File: src/rtl/core/scc_pkg.sv
`default_nettype none
// ----------------------------------------------------------------------------
// scc_pkg
// Shared types and constants of the strongly connected cycle finder.
// ----------------------------------------------------------------------------
package scc_pkg;

  localparam int NODE_W      = 5;
  localparam int NODE_SLOTS  = 32;
  localparam int MAX_NODES   = 32;
  localparam int NODE_LIMIT  = (MAX_NODES < NODE_SLOTS) ? MAX_NODES : NODE_SLOTS;
  localparam int DEPTH_W     = 6;
  localparam int GROUP_W     = 4;
  localparam int COUNT_W     = 5;
  localparam int EDGE_W      = 2 * NODE_W;
  localparam int MAX_EDGES_D = 256;

  localparam logic MODE_LOAD = 1'b0;
  localparam logic MODE_RUN  = 1'b1;

  typedef struct packed {
    logic              mode;
    logic [NODE_W-1:0] from_node;
    logic [NODE_W-1:0] to_node;
  } scc_in_t;

  typedef struct packed {
    logic [NODE_W-1:0]  member_node;
    logic [GROUP_W-1:0] group_index;
    logic               last_in_group;
    logic               finished;
    logic [COUNT_W-1:0] cycle_count;
    logic               edges_dropped;
  } scc_out_t;

  typedef enum logic [3:0] {
    ST_IDLE,
    ST_ROOT,
    ST_RREQ,
    ST_RCHK,
    ST_EREQ,
    ST_ECHK,
    ST_DONE,
    ST_CNT,
    ST_POP,
    ST_RET,
    ST_FIN
  } scc_state_t;

endpackage : scc_pkg
`default_nettype wire

File: src/rtl/core/strongly_connected_cycle_finder.sv
`default_nettype none
// ----------------------------------------------------------------------------
// strongly_connected_cycle_finder
// Finds the cycle groups (strongly connected components of more than one
// node) of a directed graph that is loaded one edge per request.
//
// A load request (mode 0) stores one edge, or drops it and sets the dropped-edge
// flag when a node is out of range or the store is full. A run request (mode 1)
// walks the graph depth first with an explicit frame stack and emits each cycle
// group member by member, then one closing result with the group count and the
// dropped-edge flag; the edge store is then empty again. In a run every visited
// node reads the whole store once, and each root candidate reads it until its
// first outgoing edge; each visited node then returns, and a group root also
// counts and pops its stack. The edge memory has a single read port.
// The input stall is high for the whole run. Results wait in an output
// register; a stalled receiver holds the walk only while a result is due.
// Reset empties the edge store and clears the main control state; the walk registers (pos, node, index) are not reset.
// ----------------------------------------------------------------------------
module strongly_connected_cycle_finder #(
  parameter int MAX_EDGES = scc_pkg::MAX_EDGES_D
) (
  input  wire              clk,
  input  wire              rst_n,
  input  wire              in_valid,
  output logic             in_stall,
  input  scc_pkg::scc_in_t in_data,
  output logic             out_valid,
  input  wire              out_stall,
  output scc_pkg::scc_out_t out_data
);
  import scc_pkg::*;

  localparam int AW = (MAX_EDGES > 1) ? $clog2(MAX_EDGES) : 1;
  localparam int EW = $clog2(MAX_EDGES + 1);

  logic [EDGE_W-1:0]  edge_mem [MAX_EDGES];
  logic [EDGE_W-1:0]  rdata_r;
  logic [NODE_W-1:0]  disc_mem [NODE_SLOTS];
  logic [NODE_W-1:0]  nstack   [NODE_SLOTS];
  logic [NODE_W-1:0]  fnode    [NODE_SLOTS];
  logic [EW-1:0]      fpos     [NODE_SLOTS];
  logic [NODE_W-1:0]  flow     [NODE_SLOTS];
  logic [NODE_W-1:0]  fdisc    [NODE_SLOTS];

  scc_state_t         state_r, state_nxt;
  logic [EW-1:0]      total_r, total_nxt;
  logic               ovf_r, ovf_nxt;
  logic [DEPTH_W-1:0] cnt_r, cnt_nxt;
  logic [DEPTH_W-1:0] sp_r, sp_nxt;
  logic [DEPTH_W-1:0] fp_r, fp_nxt;
  logic [COUNT_W-1:0] gc_r, gc_nxt;
  logic [DEPTH_W-1:0] root_r, root_nxt;
  logic [EW-1:0]      pos_r, pos_nxt;
  logic [NODE_W-1:0]  cur_v_r, cur_v_nxt;
  logic [NODE_W-1:0]  cur_low_r, cur_low_nxt;
  logic [NODE_W-1:0]  cur_disc_r, cur_disc_nxt;
  logic [DEPTH_W-1:0] idx_r, idx_nxt;
  logic               multi_r, multi_nxt;
  logic [NODE_SLOTS-1:0] visited_r, visited_nxt;
  logic [NODE_SLOTS-1:0] onstack_r, onstack_nxt;
  logic               out_valid_r;
  scc_out_t           out_data_r;

  logic               wr_en, rd_en, visit_en, save_en, emit;
  logic [AW-1:0]      rd_addr;
  logic [NODE_W-1:0]  visit_node;
  scc_out_t           emit_data;
  logic [NODE_W-1:0]  e_from, e_to, disc_w, top, ns_rd;
  logic [NODE_W-1:0]  p_idx, fp_top, sp_top;
  logic               can_emit;

  assign e_from   = rdata_r[EDGE_W-1:NODE_W];
  assign e_to     = rdata_r[NODE_W-1:0];
  assign disc_w   = disc_mem[e_to];
  assign p_idx    = NODE_W'(fp_r - DEPTH_W'(2));
  assign fp_top   = NODE_W'(fp_r - DEPTH_W'(1));
  assign sp_top   = NODE_W'(sp_r - DEPTH_W'(1));
  assign ns_rd    = nstack[(state_r == ST_CNT) ? idx_r[NODE_W-1:0] : sp_top];
  assign top      = ns_rd;
  assign can_emit = !out_valid_r || !out_stall;
  assign in_stall = (state_r != ST_IDLE);
  assign out_valid = out_valid_r;
  assign out_data  = out_data_r;

  always_comb begin
    state_nxt    = state_r;
    total_nxt    = total_r;
    ovf_nxt      = ovf_r;
    cnt_nxt      = cnt_r;
    sp_nxt       = sp_r;
    fp_nxt       = fp_r;
    gc_nxt       = gc_r;
    root_nxt     = root_r;
    pos_nxt      = pos_r;
    cur_v_nxt    = cur_v_r;
    cur_low_nxt  = cur_low_r;
    cur_disc_nxt = cur_disc_r;
    idx_nxt      = idx_r;
    multi_nxt    = multi_r;
    visited_nxt  = visited_r;
    onstack_nxt  = onstack_r;
    wr_en        = 1'b0;
    rd_en        = 1'b0;
    rd_addr      = pos_r[AW-1:0];
    visit_en     = 1'b0;
    visit_node   = e_to;
    save_en      = 1'b0;
    emit         = 1'b0;
    emit_data    = '0;
    unique case (state_r)
      ST_IDLE: begin
        if (in_valid) begin
          if (in_data.mode == MODE_LOAD) begin
            if ({1'b0, in_data.from_node} >= (NODE_W+1)'(MAX_NODES) ||
                {1'b0, in_data.to_node} >= (NODE_W+1)'(MAX_NODES) ||
                total_r >= EW'(MAX_EDGES)) begin
              ovf_nxt = 1'b1;
            end else begin
              wr_en     = 1'b1;
              total_nxt = total_r + EW'(1);
            end
          end else begin
            visited_nxt = '0;
            onstack_nxt = '0;
            cnt_nxt     = '0;
            sp_nxt      = '0;
            fp_nxt      = '0;
            gc_nxt      = '0;
            root_nxt    = '0;
            state_nxt   = ST_ROOT;
          end
        end
      end
      ST_ROOT: begin
        if (root_r >= DEPTH_W'(NODE_LIMIT)) begin
          state_nxt = ST_FIN;
        end else if (visited_r[root_r[NODE_W-1:0]]) begin
          root_nxt = root_r + DEPTH_W'(1);
        end else begin
          pos_nxt   = '0;
          state_nxt = ST_RREQ;
        end
      end
      ST_RREQ: begin
        if (pos_r >= total_r) begin
          root_nxt  = root_r + DEPTH_W'(1);
          state_nxt = ST_ROOT;
        end else begin
          rd_en     = 1'b1;
          pos_nxt   = pos_r + EW'(1);
          state_nxt = ST_RCHK;
        end
      end
      ST_RCHK: begin
        if (e_from == root_r[NODE_W-1:0]) begin
          visit_en   = 1'b1;
          visit_node = root_r[NODE_W-1:0];
          state_nxt  = ST_EREQ;
        end else begin
          state_nxt = ST_RREQ;
        end
      end
      ST_EREQ: begin
        if (pos_r >= total_r) begin
          state_nxt = ST_DONE;
        end else begin
          rd_en     = 1'b1;
          pos_nxt   = pos_r + EW'(1);
          state_nxt = ST_ECHK;
        end
      end
      ST_ECHK: begin
        state_nxt = ST_EREQ;
        if (e_from == cur_v_r) begin
          if (!visited_r[e_to]) begin
            save_en  = 1'b1;
            visit_en = 1'b1;
          end else if (onstack_r[e_to] && disc_w < cur_low_r) begin
            cur_low_nxt = disc_w;
          end
        end
      end
      ST_DONE: begin
        if (cur_low_r == cur_disc_r) begin
          idx_nxt   = sp_r - DEPTH_W'(1);
          state_nxt = ST_CNT;
        end else begin
          state_nxt = ST_RET;
        end
      end
      ST_CNT: begin
        if (ns_rd == cur_v_r) begin
          multi_nxt = (idx_r != sp_r - DEPTH_W'(1));
          state_nxt = ST_POP;
        end else begin
          idx_nxt = idx_r - DEPTH_W'(1);
        end
      end
      ST_POP: begin
        if (!multi_r || can_emit) begin
          sp_nxt           = sp_r - DEPTH_W'(1);
          onstack_nxt[top] = 1'b0;
          if (multi_r) begin
            emit                    = 1'b1;
            emit_data.member_node   = top;
            emit_data.group_index   = gc_r[GROUP_W-1:0];
            emit_data.last_in_group = (top == cur_v_r);
          end
          if (top == cur_v_r) begin
            if (multi_r) begin
              gc_nxt = gc_r + COUNT_W'(1);
            end
            state_nxt = ST_RET;
          end
        end
      end
      ST_RET: begin
        fp_nxt = fp_r - DEPTH_W'(1);
        if (fp_r == DEPTH_W'(1)) begin
          root_nxt  = root_r + DEPTH_W'(1);
          state_nxt = ST_ROOT;
        end else begin
          cur_v_nxt    = fnode[p_idx];
          pos_nxt      = fpos[p_idx];
          cur_disc_nxt = fdisc[p_idx];
          cur_low_nxt  = (cur_low_r < flow[p_idx]) ? cur_low_r : flow[p_idx];
          state_nxt    = ST_EREQ;
        end
      end
      ST_FIN: begin
        if (can_emit) begin
          emit                    = 1'b1;
          emit_data.finished      = 1'b1;
          emit_data.cycle_count   = gc_r;
          emit_data.edges_dropped = ovf_r;
          total_nxt               = '0;
          ovf_nxt                 = 1'b0;
          state_nxt               = ST_IDLE;
        end
      end
      default: begin
        state_nxt = ST_IDLE;
      end
    endcase
    if (visit_en) begin
      visited_nxt[visit_node] = 1'b1;
      onstack_nxt[visit_node] = 1'b1;
      cnt_nxt      = cnt_r + DEPTH_W'(1);
      sp_nxt       = (sp_r < DEPTH_W'(NODE_SLOTS)) ? sp_r + DEPTH_W'(1) : sp_r;
      fp_nxt       = (fp_r < DEPTH_W'(NODE_SLOTS)) ? fp_r + DEPTH_W'(1) : fp_r;
      cur_v_nxt    = visit_node;
      cur_low_nxt  = cnt_r[NODE_W-1:0];
      cur_disc_nxt = cnt_r[NODE_W-1:0];
      pos_nxt      = '0;
    end
  end

  always_ff @(posedge clk) begin
    if (wr_en) begin
      edge_mem[total_r[AW-1:0]] <= {in_data.from_node, in_data.to_node};
    end
    if (rd_en) begin
      rdata_r <= edge_mem[rd_addr];
    end
  end

  always_ff @(posedge clk) begin
    if (visit_en) begin
      disc_mem[visit_node] <= cnt_r[NODE_W-1:0];
      if (sp_r < DEPTH_W'(NODE_SLOTS)) begin
        nstack[sp_r[NODE_W-1:0]] <= visit_node;
      end
      if (fp_r < DEPTH_W'(NODE_SLOTS)) begin
        fnode[fp_r[NODE_W-1:0]] <= visit_node;
        fdisc[fp_r[NODE_W-1:0]] <= cnt_r[NODE_W-1:0];
      end
    end
    if (save_en) begin
      fpos[fp_top] <= pos_r;
      flow[fp_top] <= cur_low_r;
    end
  end

  always_ff @(posedge clk) begin
    if (!rst_n) begin
      state_r     <= ST_IDLE;
      total_r     <= '0;
      ovf_r       <= 1'b0;
      cnt_r       <= '0;
      sp_r        <= '0;
      fp_r        <= '0;
      gc_r        <= '0;
      root_r      <= '0;
      visited_r   <= '0;
      onstack_r   <= '0;
      out_valid_r <= 1'b0;
    end else begin
      state_r   <= state_nxt;
      total_r   <= total_nxt;
      ovf_r     <= ovf_nxt;
      cnt_r     <= cnt_nxt;
      sp_r      <= sp_nxt;
      fp_r      <= fp_nxt;
      gc_r      <= gc_nxt;
      root_r    <= root_nxt;
      visited_r <= visited_nxt;
      onstack_r <= onstack_nxt;
      if (emit) begin
        out_valid_r <= 1'b1;
      end else if (!out_stall) begin
        out_valid_r <= 1'b0;
      end
    end
  end

  always_ff @(posedge clk) begin
    pos_r      <= pos_nxt;
    cur_v_r    <= cur_v_nxt;
    cur_low_r  <= cur_low_nxt;
    cur_disc_r <= cur_disc_nxt;
    idx_r      <= idx_nxt;
    multi_r    <= multi_nxt;
    if (emit) begin
      out_data_r <= emit_data;
    end
  end

endmodule : strongly_connected_cycle_finder
`default_nettype wire
File: config.mk
export PLATFORM = sky130hd
export DESIGN_NAME = strongly_connected_cycle_finder
export DESIGN_NICKNAME = d
export VERILOG_FILES = /design/src/rtl/core/scc_pkg.sv /design/src/rtl/core/strongly_connected_cycle_finder.sv
export SDC_FILE = /design/constraint.sdc
export NUM_CORES = 2
export LEC_CHECK = 0
export ABC_CLOCK_PERIOD_IN_PS = 16350
export BUFFER_PORTS_ARGS = -buffer_cell sky130_fd_sc_hd__buf_2
export CAP_MARGIN = 15
export CELL_PAD_IN_SITES_DETAIL_PLACEMENT = 0
export CELL_PAD_IN_SITES_GLOBAL_PLACEMENT = 2
export CORE_UTILIZATION = 50
export CTS_BUF_LIST = sky130_fd_sc_hd__clkbuf_4
export CTS_CLUSTER_SIZE = 40
export DETAILED_ROUTE_END_ITERATION = 8
export PLACE_DENSITY_LB_ADDON = 0.25
export SLEW_MARGIN = 20
export SYNTH_ARGS = -nofsm -noshare
export SYNTH_HDL_FRONTEND = slang
export SYNTH_SLANG_ARGS = --single-unit
File: constraint.sdc
create_clock -name clk -period 16.35 [get_ports clk]
set_input_delay 4.0875 -clock clk [delete_from_list [all_inputs] [get_ports clk]]
set_output_delay 4.0875 -clock clk [all_outputs]
set_load 0.005 [all_outputs]
**Word-level counts from Yosys, hierarchy flattened**

Memories as Yosys holds them, arrays and structs flattened. A register that Yosys moved wholly into a read port is not among the register bits.
Cells that the tools add are included.

- Bits in registers: 156
- Latch bits: 0
- RAM bits: 3,648
- Memory bits (read-only): 0
- Input port bits: 15
- Output and inout bits: 19
- Word-level logic and storage cells: 263
- Memories: 7

Memories:

| memory | words | bits a word | rd ports | clocked after Yosys merged registers in | wr ports | line | RTL |
|---|---|---|---|---|---|---|---|
| edge_mem | 256 | 10 | 1 | 1 | 1 | strongly_connected_cycle_finder.sv:36 | `logic [EDGE_W-1:0] edge_mem [MAX_EDGES];` |
| fpos | 32 | 9 | 1 | 0 | 1 | strongly_connected_cycle_finder.sv:41 | `logic [EW-1:0] fpos [NODE_SLOTS];` |
| disc_mem | 32 | 5 | 1 | 0 | 1 | strongly_connected_cycle_finder.sv:38 | `logic [NODE_W-1:0] disc_mem [NODE_SLOTS];` |
| fdisc | 32 | 5 | 1 | 0 | 1 | strongly_connected_cycle_finder.sv:43 | `logic [NODE_W-1:0] fdisc [NODE_SLOTS];` |
| flow | 32 | 5 | 1 | 0 | 1 | strongly_connected_cycle_finder.sv:42 | `logic [NODE_W-1:0] flow [NODE_SLOTS];` |
| fnode | 32 | 5 | 1 | 0 | 1 | strongly_connected_cycle_finder.sv:40 | `logic [NODE_W-1:0] fnode [NODE_SLOTS];` |
| 1 more memories | - | - | - | - | - | - |  |

- Add/sub/neg operators: 11
- Multipliers: 0
- Div/mod/pow operators: 0
- $lt $le $gt $ge: 13
- Equality and inequality tests: 48
- Shift-type cells: 0
- Muxes and demuxes: 119
- Bitwise logic cells: 4
- Reductions and logical operators: 38

Operators by type and width:

| cell | count |
|---|---|
| 32-bit two-way mux | 8 |
| 5-bit two-way mux | 20 |
| 6-bit two-way mux | 15 |
| 9-bit two-way mux | 8 |
| 32-bit OR | 2 |
| 32-bit case mux with 2 select lines | 1 |
| 4-bit case mux with 11 select lines | 1 |
| 2-bit != test (second input constant) | 19 |
| 1-bit two-way mux | 36 |
| 4-bit two-way mux | 9 |
| 6-bit case mux with 2 select lines | 3 |
| 32-bit AND | 1 |
| 32-bit inverter | 1 |
| 3-bit != test (second input constant) | 9 |
| 9-bit case mux with 3 select lines | 1 |
| 6-bit by 1-bit adder with 6-bit output (second input constant) | 4 |
| 5-bit by 6-bit < comparator with 1-bit output (second input constant) | 4 |
| 6-bit case mux with 4 select lines | 1 |
| 5-bit equality test | 4 |
| 5-bit case mux with 2 select lines | 2 |
| 5-bit AND reduction | 4 |
| 9-bit by 1-bit adder with 9-bit output (second input constant) | 2 |
| 9-bit case mux with 2 select lines | 1 |
| 6-bit by 1-bit subtractor with 6-bit output (second input constant) | 3 |
| other kinds (34) | 74 |

**Longest topological paths before layout**

An unclocked memory read counts as a cell.

- Depth after elaboration: 13
- Gate-level depth with buffers: 19
- Mapped depth without buffers: 13

**Least setup slack after synthesis**

No wires, ideal clock.

- Kind: input-to-reg
- From: input out_stall
- To: register total_r[8]
- Setup time: 0.128 ns
- Arrival: 5.765 ns
- Required time: 16.222 ns
- Slack: 10.457 ns
- Cell stages on the path: 8
- Buffers on the path: 0
- Cell sequence: a21oi_1 a31oi_1 a21oi_1 nand2b_1 or3_1 or2_2 xnor2_1 nor2_1

- Cells in the longest elaborated chain, start to end: 4

Ends and longest elaborated chain:

| element | line | RTL |
|---|---|---|
| start, declared | strongly_connected_cycle_finder.sv:28 | `input wire out_stall,` |
| 1-bit zero test | - |  |
| 1-bit logical OR | strongly_connected_cycle_finder.sv:80 | `assign can_emit = !out_valid_r \|\| !out_stall;` |
| 2-bit != test (no source line) | - |  |
| 5-bit AND reduction (no source line) | - |  |
| end signal, assigned | strongly_connected_cycle_finder.sv:299 | `total_r <= total_nxt;` |
| end, declared | strongly_connected_cycle_finder.sv:46 | `logic [EW-1:0] total_r, total_nxt;` |

No other way between the ends.
A chain may end at the register's enable or synchronous reset.

**Worst setup path in the final report**

- From: register state_r[1]
- To: output in_stall

- Cells in the longest elaborated chain, start to end: 1

Ends and longest elaborated chain:

| element | line | RTL |
|---|---|---|
| start, declared | strongly_connected_cycle_finder.sv:45 | `scc_state_t state_r, state_nxt;` |
| start signal, assigned | strongly_connected_cycle_finder.sv:298 | `state_r <= state_nxt;` |
| 4-bit nonzero test | strongly_connected_cycle_finder.sv:81 | `assign in_stall = (state_r != ST_IDLE);` |
| end, declared | strongly_connected_cycle_finder.sv:25 | `output logic in_stall,` |

No other way between the ends.

==> results.cfg <==
[timing]
tns_ps = 0
clock_skew_ps = 137.1
fin_crit_sh_pct = 46.61
setup_violations = 0
fmax_mhz = 131.2
layout_min_cycle_time_ps = 7621
tightest_slew_ps = 1153
final_max_slew_viol_count = 0
rsz0062_at_grt = no
relSlewSlack_pct = 23.15
hold_viol_final = 0

[setup_path]
arrival_ps = 3530
crit_required_ps = 12260
worstSetupPathType = reg -> out
crit_path_max_fanout = 11
ff2ff_setup_slack_ps = 10100
crit_path_start_kind = flip-flop
critPathCaptureType = output port

[logic_synthesis]
netlist-cell-type-count = 75
synth_nets = 6820
synth_seq_cells = 3813
synthFlopType = edfxtp_1
synthCells = 6764
yosysSeqAreaShare_pct = 76.02
yosys_warnings = 0
synth_area_per_cell_um2 = 22.04
synth.largest_area_cell = edfxtp_1
syn_area_um2 = 149100
yosys.area.top_type_share_pct = 74.46
synth.area.top_cells = edfxtp_1 (74%), mux4_2 (18%), dfxtp_1 (1.6%), nor2_1 (1.3%), mux2i_1 (0.75%)
synth_edf_count = 3697
async_flop_share_pct = 0

[routing]
dr.pass1.iters = 6
wl_mm = 371.1
vias_per_cell = 6.033
via_count = 73370
wl_per_cell_um = 30.51
drc = 0
postRouteAntennaNets = 0
drt-initial-drc-count = 8357

[clock_network]
insertion_delay_ps = 1630
cts_max_level = 6
hold_buffers = 0
cts.path.max_buffers = 4
cts.repair.resized = 0
cts.clk_slew.worst_paths_ps = 70
post-cts-setup-buffers = 0
root_buffer = clkbuf_4
clkSinkCount = 3813
numCtsBuffers = 928
cts_tree = done

[die]
die_w_um = 548.1
rows = 200
die_area_um2 = 300400
core_area_um2 = 296800
die_y_um = 548.1
ios = 34
start_util_pct = 50.23

[global_route]
gr-usage-all-layers_pct = 24.89
overflow = 0
grt_max_degree = 147
antenna_found_initial = 15
grt_pass1_vias = 74740
grt_pass1_wl_mm = 537.8

[layout]
stdcell_count = 12160
nets = 7563
area_growth_pct = 11.20
drive_above_1_share_pct = 34.53

[min_path]
hold_class = reg -> reg

[placed_design]
gp_congestion = 0.8337
port_buffers = 33
placedCellCount = 10510
dp_hpwl_mm = 217.1

[power_and_ir_drop]
vdd_ir_drop_max_uv = 122.7
p_per_area_nw_per_um2 = 138.0
total_leakage_power_nw = 51.71

[outcome]
status = completed

[flow_run]
drv_cap = 0
## routing by layer
metal	global-route usage [%]	wire, µm	vias to the layer above
met5	0	60	-
met3	4.530	29130	520
li1	-	-	30530
met2	39.51	180300	3578
met1	35.76	152600	38730
met4	7.069	8953	8
## layout make-up
type,count,area [µm²]
flip-flops and latches,3813,113400
multi-input cells,2531,34290
repair buffers,184,1506
inverters,49,183.9
clock buffers,1307,9812
well taps,3939,4928
diodes,10,25.02
clock inverters,328,1664
fillers,22600,131000
## report_power, final
| part | switching (W) | internal, W | leakage, nW |
|---|---|---|---|
| registers | 0.000116 | 0.0107 | 34.0 |
| clock network | 0.00379 | 0.00379 | 6.81 |
| logic | 0.00239 | 0.00205 | 10.9 |
## critical path: stages (launching register included)
cell and delay (ps):
dfxtp_1 450, or2_2 390, nor3_1 630, inv_1 260, buf_2 200
## state kept, by name (all words and copies together) (netlist names), 9 cells and up
signal	count
disc_mem	160
rdata_r	10
total_r	9
pos_r	9
edge_mem	2560
fpos	288
out_data	17
visited_r	32
fdisc	160
nstack	160
flow	160
onstack_r	32
fnode	160
## synth_stat cells (all sizes together) (34+ instances only)
cell / n
a21oi: 127
a22oi: 34
buf: 120
clkbuf: 251
dfxtp: 116
edfxtp: 3697
ha: 41
inv: 48
mux2i: 113
mux4: 1170
nand2: 146
nand3: 41
nor2: 517
o21ai: 44
xnor2: 38
## through the flow
step	util, %	hold WS (ps)	worst slack, ps	area, µm²	total power [W]
after CTS	55.83	471.5	8612	165700	0.02312
after global routing	55.86	490.5	8523	165800	0.02373
final	55.86	471.8	8729	165800	0.02288
after floorplan	-	428.5	10460	149100	0.01398
after global placement	51.96	451.3	8420	154200	0.01554
after detailed placement	51.96	461.9	8379	154200	0.01557
## cell usage in the layout (no fill, tap or decap), types with 40 or more instances in the layout
master	n
a21oi_1	126
edfxtp_1	3697
clkbuf_4	1307
ha_1	40
o21ai_0	43
nor2_1	507
nand2_1	133
clkinv_1	241
clkinv_2	40
buf_4	140
mux4_2	1170
dfxtp_1	101
mux2i_1	111
inv_1	44
## final timing paths
check,end,cells after the start,startpoint
max reg2reg,rdata_r[7]$_DFFE_PP_,8,pos_r[0]$_SDFFE_PP0P_
max,in_stall,4,state_r[1]$_SDFFE_PN0P_
min reg2reg,visited_r[2]$_SDFF_PN0_,2,visited_r[2]$_SDFF_PN0_
min,visited_r[2]$_SDFF_PN0_,2,visited_r[2]$_SDFF_PN0_
## logic make-up after synthesis
group	Yosys count	synth area share, %
simple gates	838	2.399
xor+xnor	56	0.3391
flops	3813	76.02
buf+inv	420	1.111
fa+ha+maj	41	0.3441
mux	1294	18.52
compound gates	302	1.260
(Power assumes the default switching activity.)
